<file path="src/mf9_pkg.sv">
// ============================================================================
// mf9_pkg
// Shared types and constants for the 9-bit minifloat arithmetic unit.
// ============================================================================
package mf9_pkg;

    localparam int EXP_WIDTH  = 3;
    localparam int FRAC_WIDTH = 5;
    localparam int WORD_WIDTH = 1 + EXP_WIDTH + FRAC_WIDTH;
    localparam int MAG_WIDTH  = 12;  // finite magnitudes in units of 2^-7, sum fits
    localparam int PROD_SHIFT = 7;   // bias - 1 + fraction width

    localparam logic [EXP_WIDTH-1:0]  EXP_TOP   = '1;
    localparam logic [WORD_WIDTH-1:0] POS_INF   = 9'h0E0;
    localparam logic [WORD_WIDTH-1:0] QNAN      = 9'h0FF;

    typedef enum logic [1:0] {
        CMD_ADD = 2'd0,
        CMD_SUB = 2'd1,
        CMD_MUL = 2'd2,
        CMD_NEG = 2'd3
    } cmd_t;

endpackage

</file>
<file path="src/minifloat9_add_sub_mul_unit.sv">
// ============================================================================
// minifloat9_add_sub_mul_unit
// Add, subtract, multiply and negate on a 1-3-5 minifloat with denormals.
// ============================================================================
// Usage:
//   Input channel: valid/ready with command, operand_a, operand_b. Output
//   channel: valid/ready with result. One result per input transfer.
//   The operands are captured in an input register; one pass of
//   combinational logic (unpack, add or 11x11 multiply, leading-one search
//   over 12 bits, pack) feeds the result register.
//   Throughput: one item per cycle while the receiver takes results. Each
//   register stage advances whenever the stage after it is empty or being
//   drained, so a stalled receiver backs up the pipeline and in_ready falls
//   only when both stages hold data.
//   Reset clears both stage valid flags; payload registers are not reset.
//   The result is the exact value truncated toward zero; overflow gives
//   signed infinity; NaN from add, subtract or multiply is 0x0FF.
// ============================================================================
module minifloat9_add_sub_mul_unit #(
    parameter int EXP_WIDTH  = mf9_pkg::EXP_WIDTH,
    parameter int FRAC_WIDTH = mf9_pkg::FRAC_WIDTH
) (
    input  logic       clk,
    input  logic       rst_n,
    input  logic       in_valid,
    output logic       in_ready,
    input  logic [1:0] command,
    input  logic [EXP_WIDTH+FRAC_WIDTH:0] operand_a,
    input  logic [EXP_WIDTH+FRAC_WIDTH:0] operand_b,
    output logic       out_valid,
    input  logic       out_ready,
    output logic [EXP_WIDTH+FRAC_WIDTH:0] result
);
    localparam int W = EXP_WIDTH + FRAC_WIDTH + 1;
    localparam int M = mf9_pkg::MAG_WIDTH;

    logic         s1_valid_reg;
    logic [1:0]   cmd_reg;
    logic [W-1:0] a_reg, b_reg;
    logic         out_valid_reg;
    logic [W-1:0] result_reg, result_next;
    logic         s1_adv, s2_adv;

    // Advance output stage when empty or drained
    assign s2_adv   = !out_valid_reg || out_ready;
    assign s1_adv   = !s1_valid_reg || s2_adv;
    assign in_ready = s1_adv;

    always_ff @(posedge clk or negedge rst_n)
    begin
        if (!rst_n)
        begin
            s1_valid_reg  <= 1'b0;
            out_valid_reg <= 1'b0;
        end
        else
        begin
            if (s1_adv)
                s1_valid_reg <= in_valid;
            if (s2_adv)
                out_valid_reg <= s1_valid_reg;
        end
    end

    always_ff @(posedge clk)
    begin
        if (s1_adv && in_valid)
        begin
            cmd_reg <= command;
            a_reg   <= operand_a;
            b_reg   <= operand_b;
        end
        if (s2_adv && s1_valid_reg)
            result_reg <= result_next;
    end

    // Unpack a word into its magnitude in units of 2^-7; infinities and NaNs give zero
    function automatic logic [M-1:0] mag_of(input logic [W-1:0] w);
        logic [EXP_WIDTH-1:0] e;
        logic [M-1:0]         m;
        e = w[W-2:FRAC_WIDTH];
        m = '0;
        if (e == '0)
            m = M'(w[FRAC_WIDTH-1:0]);
        else if (e != mf9_pkg::EXP_TOP)
            m = M'({1'b1, w[FRAC_WIDTH-1:0]}) << (e - 1'b1);
        return m;
    endfunction

    // Truncate a magnitude into the format
    function automatic logic [W-1:0] pack(input logic neg, input logic [M-1:0] mag);
        logic [3:0]   p;
        logic [3:0]   e;
        logic [W-1:0] r;
        p = '0;
        for (int i = 0; i < M; i++)
            if (mag[i])
                p = 4'(i);
        if (mag < M'(1 << FRAC_WIDTH))
            r = {neg, (W-1)'(mag)};
        else
        begin
            e = p - 4'(FRAC_WIDTH) + 4'd1;
            if (e >= 4'(mf9_pkg::EXP_TOP))
                r = {neg, mf9_pkg::POS_INF[W-2:0]};
            else
                r = {neg, e[EXP_WIDTH-1:0],
                     FRAC_WIDTH'(mag >> (p - 4'(FRAC_WIDTH)))};
        end
        return r;
    endfunction

    // Compute the result from the input register
    always_comb
    begin
        logic [W-1:0]  bb;
        logic          a_nan, b_nan, a_inf, b_inf, an, bn, sx;
        logic [M-1:0]  am, bm;
        logic [21:0]   prod;
        logic [M-1:0]  prod_mag;
        bb    = (cmd_reg == mf9_pkg::CMD_SUB) ? (b_reg ^ W'(1 << (W - 1))) : b_reg;
        a_nan = (a_reg[W-2:FRAC_WIDTH] == mf9_pkg::EXP_TOP) && (a_reg[FRAC_WIDTH-1:0] != '0);
        b_nan = (bb[W-2:FRAC_WIDTH] == mf9_pkg::EXP_TOP) && (bb[FRAC_WIDTH-1:0] != '0);
        a_inf = (a_reg[W-2:FRAC_WIDTH] == mf9_pkg::EXP_TOP) && (a_reg[FRAC_WIDTH-1:0] == '0);
        b_inf = (bb[W-2:FRAC_WIDTH] == mf9_pkg::EXP_TOP) && (bb[FRAC_WIDTH-1:0] == '0);
        an    = a_reg[W-1];
        bn    = bb[W-1];
        sx    = an ^ bn;
        am    = mag_of(a_reg);
        bm    = mag_of(bb);
        prod  = 22'(am[10:0] * bm[10:0]);
        // Clamp oversized products; anything at or above 2^11 packs to infinity
        prod_mag = (|prod[21:19]) ? {M{1'b1}} : prod[18:7];
        result_next = '0;
        unique case (mf9_pkg::cmd_t'(cmd_reg))
            mf9_pkg::CMD_ADD, mf9_pkg::CMD_SUB:
            begin
                if (a_nan || b_nan)
                    result_next = mf9_pkg::QNAN;
                else if (a_inf && b_inf)
                    result_next = (an != bn) ? mf9_pkg::QNAN
                                             : {an, mf9_pkg::POS_INF[W-2:0]};
                else if (a_inf)
                    result_next = {an, mf9_pkg::POS_INF[W-2:0]};
                else if (b_inf)
                    result_next = {bn, mf9_pkg::POS_INF[W-2:0]};
                else if (am == bm && an != bn)
                    result_next = '0;
                else if (am == '0 && bm == '0)
                    result_next = {an & bn, {(W-1){1'b0}}};
                else if (an == bn)
                    result_next = pack(an, am + bm);
                else if (am > bm)
                    result_next = pack(an, am - bm);
                else
                    result_next = pack(bn, bm - am);
            end
            mf9_pkg::CMD_MUL:
            begin
                if (a_nan || b_nan)
                    result_next = mf9_pkg::QNAN;
                else if (a_inf || b_inf)
                    result_next = ((!a_inf && am == '0) || (!b_inf && bm == '0))
                                  ? mf9_pkg::QNAN : {sx, mf9_pkg::POS_INF[W-2:0]};
                else if (am == '0 || bm == '0)
                    result_next = '0;
                else
                    result_next = pack(sx, prod_mag);
            end
            mf9_pkg::CMD_NEG:
                result_next = a_reg ^ W'(1 << (W - 1));
            default:
                result_next = '0;
        endcase
    end

    assign out_valid = out_valid_reg;
    assign result    = result_reg;

    // Checks
    a_hold: assert property (@(posedge clk) disable iff (!rst_n)
        out_valid && !out_ready |=> out_valid && $stable(result))
        else $error("result changed while stalled");
    a_ready: assert property (@(posedge clk) disable iff (!rst_n)
        !in_ready |-> s1_valid_reg && out_valid_reg && !out_ready)
        else $error("input stalled without a full pipeline");
    a_flow: assert property (@(posedge clk) disable iff (!rst_n)
        s1_valid_reg && (!out_valid || out_ready) |=> out_valid)
        else $error("stage 1 item lost");

endmodule

</file>
<file path="config.mk">
export PLATFORM = sky130hd
export DESIGN_NAME = minifloat9_add_sub_mul_unit
export DESIGN_NICKNAME = d
export VERILOG_FILES = /design/src/mf9_pkg.sv /design/src/minifloat9_add_sub_mul_unit.sv
export SDC_FILE = /design/constraint.sdc
export NUM_CORES = 1
export LEC_CHECK = 0
export ABC_AREA = 1
export BUFFER_PORTS_ARGS = -buffer_cell sky130_fd_sc_hd__buf_2
export CAP_MARGIN = 25
export CORE_MARGIN = 10
export CORE_UTILIZATION = 35
export DETAILED_ROUTE_END_ITERATION = 10
export PLACE_DENSITY = 0.61
export SLEW_MARGIN = 20
export SYNTH_ARGS = -nofsm -noshare
export SYNTH_HDL_FRONTEND = slang
export SYNTH_SLANG_ARGS = --single-unit
</file>
<file path="constraint.sdc">
create_clock -name clk -period 10.6 [get_ports clk]
set_input_delay 0.53 -clock clk [delete_from_list [all_inputs] [get_ports clk]]
set_output_delay 0.53 -clock clk [all_outputs]
set_load 0.05 [all_outputs]
</file>
---- After elaboration in Yosys (flattened, before gate mapping) ----
Index checks and enable logic that the tools add are counted.
W data, S select, Z words.
storage, ports and cells
  register bits ........................... 31
  bits of input ports ..................... 24
  output and inout port bits .............. 11
  word-level logic and storage cells ...... 183
operators by class
  add/sub/neg operators ................... 13
  multiply operators ...................... 1
  $lt $le $gt $ge ......................... 9
  equality and inequality tests ........... 10
  shift-type cells ........................ 6
  multiplexer cells ....................... 102
  bitwise gates (word level) .............. 4
  reduce and logical (&&, ||, !) cells .... 32
operator list
  operator               count
  $mux W4                70
  $mux W9                14
  $mux W8                8
  $mux W12               5
  $lt A12 B6 Y1 const B  4
  $shr A12 B4 Y5         4
  $pmux W9 S3            1
  $logic_not A12 Y1      2
  $shl A6 B3 Y12         2
  $sub A12 B12 Y12       2
  $mul A11 B11 Y22       1
  $add A4 B1 Y4 const B  4
  $ge A4 B3 Y1 const B   4
  $sub A4 B3 Y4 const B  4
  $add A12 B12 Y12       1
  $eq A12 B12 Y1         1
  $gt A12 B12 Y1         1
  $logic_and A1 B1 Y1    11
  $logic_not A5 Y1       2
  $reduce_bool A5 Y1     2
  $eq A3 B3 Y1 const B   2
  $logic_not A3 Y1       2
  $logic_or A1 B1 Y1     6
  $ne A3 B3 Y1 const B   2
  13 further kinds       22

---- Longest topological paths before layout ----
  depth after elaboration ................. 41
  mapped depth ............................ 52
  mapped depth without buffers ............ 52

---- Worst setup path before layout ----
OpenSTA, ideal clock, no wires.
  path type ............................... register to register
  start ................................... register a_reg[5]
  end ..................................... register result_reg[3] (netlist: result[3]) (data pin)
  library setup time ...................... 0.259 ns
  data arrival time ....................... 7.558 ns
  required time ........................... 10.341 ns
  path slack .............................. 2.783 ns
  stages on the path, launching flop included .. 44
  buffers on the path ..................... 1
  period minus slack after synthesis ...... 7.817 ns
  path through ............................ edfxtp_1 -> inv_1 -> ha_1 -> nand2_1 -> inv_1 -> nor2_1 -> nor2_2 -> inv_1 -> o22ai_1 -> ha_1 -> inv_1 -> fa_1 -> inv_1 -> fa_1 -> fa_1 -> fa_1 -> inv_1 -> fa_1 -> [... 8 more ...] -> nand4_1 -> nor2_1 -> o21ai_0 -> nand2_1 -> nand2_1 -> nand2_1 -> inv_1 -> ha_1 -> clkbuf_1 -> nand3_1 -> nand3_1 -> nand2_1 -> nand2_1 -> nand2_1 -> nand2_1 -> nand2_1 -> nand2_1 -> nand3_1
between the ends
  cells in the longest elaborated chain, start to end .. 39
  elaborated cells between the ends (all ways) .. 142
  those cells by class .................... add/sub (12); mul (1); order compare (9); eq/ne (3); shift (5); mux (98); reduce/logical (14)
ends and longest elaborated chain
  item                                 line                                                                    source
  from (decl)                          minifloat9_add_sub_mul_unit.sv:39                                       logic [W-1:0] a_reg, b_reg;
  from (signal assigned)               minifloat9_add_sub_mul_unit.sv:70                                       a_reg <= operand_a;
  $sub A3 B1 Y3                        minifloat9_add_sub_mul_unit.sv:86                                       m = M'({1'b1, w[FRAC_WIDTH-1:0]}) << (e - 1'b1);
  $shl A6 B3 Y12                       minifloat9_add_sub_mul_unit.sv:86
  $mux W12                             minifloat9_add_sub_mul_unit.sv:85                                       else if (e != mf9_pkg::EXP_TOP)
  $mux W12                             minifloat9_add_sub_mul_unit.sv:83                                       if (e == '0)
  $sub A12 B12 Y12 (on tied branches)  minifloat9_add_sub_mul_unit.sv:156, minifloat9_add_sub_mul_unit.sv:154
  $mux W1                              minifloat9_add_sub_mul_unit.sv:97                                       if (mag[i])
  $mux W4 (10 in series)               minifloat9_add_sub_mul_unit.sv:97
  $mux W4                              minifloat9_add_sub_mul_unit.sv:153                                      else if (am > bm)
  [... 15 more ...]                    n/a
  $mux W9                              minifloat9_add_sub_mul_unit.sv:149                                      else if (am == '0 && bm == '0)
  $mux W9                              minifloat9_add_sub_mul_unit.sv:147                                      else if (am == bm && an != bn)
  $mux W9                              minifloat9_add_sub_mul_unit.sv:145                                      else if (b_inf)
  $mux W9                              minifloat9_add_sub_mul_unit.sv:143                                      else if (a_inf)
  $mux W9                              minifloat9_add_sub_mul_unit.sv:140                                      else if (a_inf && b_inf)
  $mux W9                              minifloat9_add_sub_mul_unit.sv:138                                      if (a_nan || b_nan)
  $pmux W9 S3 *                        minifloat9_add_sub_mul_unit.sv:135                                      unique case (mf9_pkg::cmd_t'(cmd_reg))
  named net result_next[3]             minifloat9_add_sub_mul_unit.sv:41                                       logic [W-1:0] result_reg, result_next;
  to (signal assigned)                 minifloat9_add_sub_mul_unit.sv:74                                       result_reg <= result_next;
  to (decl)                            minifloat9_add_sub_mul_unit.sv:41
Mark *: on every way through the listed nets, which the timed path passes. The rest lies on a longest branch. The select of a mux whose other input is x is not followed.
A chain may end at the register's enable or synchronous reset.

---- Worst setup path after layout ----
  start ................................... register a_reg[5]
  end ..................................... register result_reg[6] (netlist: result[6]) (data pin)
between the ends
  cells in the longest elaborated chain, start to end .. 39
  elaborated cells between the ends (all ways) .. 134
  those cells by class .................... add/sub (12); mul (1); order compare (9); eq/ne (3); shift (1); mux (97); reduce/logical (11)
ends and longest elaborated chain
  item                                 line
  $sub A3 B1 Y3                        minifloat9_add_sub_mul_unit.sv:86
  $shl A6 B3 Y12                       minifloat9_add_sub_mul_unit.sv:86
  $mux W12                             minifloat9_add_sub_mul_unit.sv:85
  $mux W12                             minifloat9_add_sub_mul_unit.sv:83
  $sub A12 B12 Y12 (on tied branches)  minifloat9_add_sub_mul_unit.sv:156, minifloat9_add_sub_mul_unit.sv:154
  $mux W1                              minifloat9_add_sub_mul_unit.sv:97
  $mux W4 (10 in series)               minifloat9_add_sub_mul_unit.sv:97
  $mux W4                              minifloat9_add_sub_mul_unit.sv:153
  [... 15 more ...]                    n/a
  $mux W9                              minifloat9_add_sub_mul_unit.sv:149
  $mux W9                              minifloat9_add_sub_mul_unit.sv:147
  $mux W9                              minifloat9_add_sub_mul_unit.sv:145
  $mux W9                              minifloat9_add_sub_mul_unit.sv:143
  $mux W9                              minifloat9_add_sub_mul_unit.sv:140
  $mux W9                              minifloat9_add_sub_mul_unit.sv:138
  $pmux W9 S3 *                        minifloat9_add_sub_mul_unit.sv:135
  named net result_next[6]             minifloat9_add_sub_mul_unit.sv:41
Marked as above.

==> results.toml <==
[timing]
hold_slack_ns = 0.0241
finalClockSkew_ns = 0.00490
worst_slack_ns = 1.24
fmax_mhz = 107
finalHoldViolations = 0
grt_setup_unrepaired = "false"
timing.final.crit_share = 0.883
tns_ns = 0
tightest_slew_ns = 1.05
period_minus_slack_ns = 9.36
setup_viol = 0
slew_viol_final = 0
max_slew_margin = 0.298

[die]
num_rows = 62
start_util = 0.354
die_area_sq_um = 36300
die_h_microns = 190
core_area_sq_um = 28700
fp.dieW_microns = 190
ios = 35

[clocking]
cts_resized = 0
hold_buffers = 0
clockBufferDepth = 2
clock-root-buffer = "clkbuf_16"
htreeDepth = 2
postCtsSetupBuffers = 0
tritoncts = "yes"
insertion_delay_ns = 0.28
cts_buffers = 5
clock_sinks = 31
clkTransAtPathRegs_ns = 0.05

[worst_setup_path]
end_kind = "flop"
start_kind = "flop"
rr_worst_depth = 40
r2r_end = "result[6]$_DFFE_PP_"
arrival_ns = 9.38
cpMaxStageDelayCell = "o22ai_1"
worstReg2RegStart = "a_reg[5]$_DFFE_PP_"
required_ns = 10.63
criticalPathCategory = "flop to flop"
slowest_delay_ns = 0.71
worst-r2r-setup-slack_ns = 1.24
cp_max_fo = 14

[synth]
synth_xor_area_frac = 0.0372
synth_compound_area_frac = 0.133
yosysMostFrequentCell = "nand2_1"
yosys-top-cells-area = "fa_1 (16%), nand2_1 (14%), ha_1 (13%), inv_1 (10%), edfxtp_1 (8.6%)"
synth_area_sq_um = 10200
synthSimpleGateAreaFrac = 0.326
synth_mux_area_frac = 0.000985
synth-seq-area-share = 0.0906
synth-async-reset-ratio = 0.0645
synth_ff_type = "edfxtp_1"
synth_top_cell_by_area = "fa_1"
synth_edf_count = 29
synth.top_cells.by_count = "nand2_1 (381), inv_1 (279), nor2_1 (151)"
synth_top_family_by_area = "simple AND/OR/NAND/NOR gates"
netlist_instances = 1555
synthesis.nets = 1766
yosysWarnings = 0
synth_cell_type_count = 54
yosysTopAreaCellShare = 0.162
syn_area_per_cell_sq_um = 6.54
ys_seq_elements = 31
synthAdderAreaFrac = 0.291

[grt]
grt_max_degree = 23
grt.overflow.total = 0
grt_pass1_vias = 9744
grt_antenna_before_repair = 0
track_usage = 0.167
grt_pass1_wl_mm = 50.3

[pwr]
report.power.total_mw = 3.63
combPwrFrac = 0.912
power_leakage_nw = 5.77
power.density_nw_per_um2 = 333
clkPwrFrac = 0.039
irDropWorstVdd_mv = 0.459
switching_share = 0.637
p_int_mw = 1.32
net-switching-power_mw = 2.31
seqPwrFrac = 0.050

[placement]
place.gp.congestion = 0.946
post-place-ws_ns = 1.38
portBuffers = 34
dp.cells = 1949
dp_hpwl_mm = 25.8

[routing]
dr_total_vias = 10000
ant_nets = 0
routed_via_density = 5.10
routedWlPerCell_microns = 15.4
routed_wl_mm = 30.3
first_pass_iters = 5
drt-initial-drc-count = 830
drc = 0

[final_layout]
fin_nets = 1785
drive_above_1_share = 0.0800
synthToLayoutAreaGrowth_pct = 7.15
antenna_cells = 0
instances_no_fill = 1959

[status]
status = "finished clean"

[worst_hold_path]
hold_path.class = "primary input to async pin"

[flow_run]
drv_cap = 0
-- power by group through the flow --
| stage | clock (mW) | combinational [mW] | sequential, mW |
|---|---|---|---|
| floorplan | 0 | 2.49 | 0.225 |
| global placement | 0 | 3.27 | 0.183 |
| detailed placement | 0 | 3.25 | 0.182 |
| CTS | 0.143 | 3.27 | 0.180 |
| global route | 0.147 | 3.78 | 0.182 |
| finish | 0.140 | 3.31 | 0.181 |
-- through the flow --
| step | utilization | cell area, sq um |
|---|---|---|
| floorplan | - | 10200 |
| finish | 0.379 | 10900 |
| global route | 0.379 | 10900 |
| detailed placement | 0.374 | 10700 |
| global placement | 0.373 | 10700 |
| CTS | 0.379 | 10900 |
-- layer usage --
metal | share of wire | routed length [microns] | GRT usage | up-vias
met1 | 0.47 | 14200 | 0.231 | 4626
met2 | 0.43 | 13200 | 0.261 | 335
met4 | 0.035 | 1050 | 0.0581 | 0
li1 | - | - | - | 4979
met3 | 0.060 | 1820 | 0.0232 | 60
met5 | 0 | 0 | 0 | -
-- placed cells by master (no fill, tap or decap), types with 8 or more instances in the layout --
cell      netlist  routed
a21oi_1        59      59
xor2_1         32      32
o211ai_1       21      21
buf_2           6      34
nand4_1        10      10
nor2_1        151     151
clkinv_1       12      12
nand3_1       120     120
nand2_2        30      30
nand2_4        10      10
edfxtp_1       29      29
nand2_1       381     381
ha_1          105     105
o21ai_0        80      80
o21ai_1        10      10
inv_1         279     279
nor3_1         10      10
fa_1           82      82
o22ai_1        10       8
-- how the worst max path moves through the flow --
stage / slack, ns / endpoint / startpoint
after floorplan: 2.78 / result[3]$_DFFE_PP_ / a_reg[5]$_DFFE_PP_
after detailed placement: 1.38 / result[6]$_DFFE_PP_ / a_reg[5]$_DFFE_PP_
final: 1.24 / result[6]$_DFFE_PP_ / a_reg[5]$_DFFE_PP_
after CTS: 1.32 / result[6]$_DFFE_PP_ / a_reg[5]$_DFFE_PP_
after global placement: 1.57 / result[6]$_DFFE_PP_ / a_reg[5]$_DFFE_PP_
after global routing: 0.46 / result[7]$_DFFE_PP_ / a_reg[5]$_DFFE_PP_
-- critical path: cells and delay by family (launching register included) --
family,cells,cell delay (ns)
fa+ha+maj,8,3.58
simple gates,17,2.04
compound gates,7,1.72
buf+inv,7,0.98
flops,1,0.58
xor+xnor,1,0.17
-- kinds of logic after synthesis --
logic type               Yosys count
adder cells (fa/ha/maj)          187
buffers and inverters            326
XOR/XNOR                          38
AND/OR/NAND/NOR                  745
AO/OA/AOI/OAI                    227
multiplexers                       1
flip-flops                        31
-- layout make-up --
class                      count  area, sq um
timing repair buffer          39          205
clock inverter                 3         20.0
clock buffer                   5          125
sequential                    31          921
inverter                     299         1120
multi-input combinational   1198         8010
tap                          384          480
fill                        3088        17800
No activity file was read; power rests on OpenSTA's default activity.
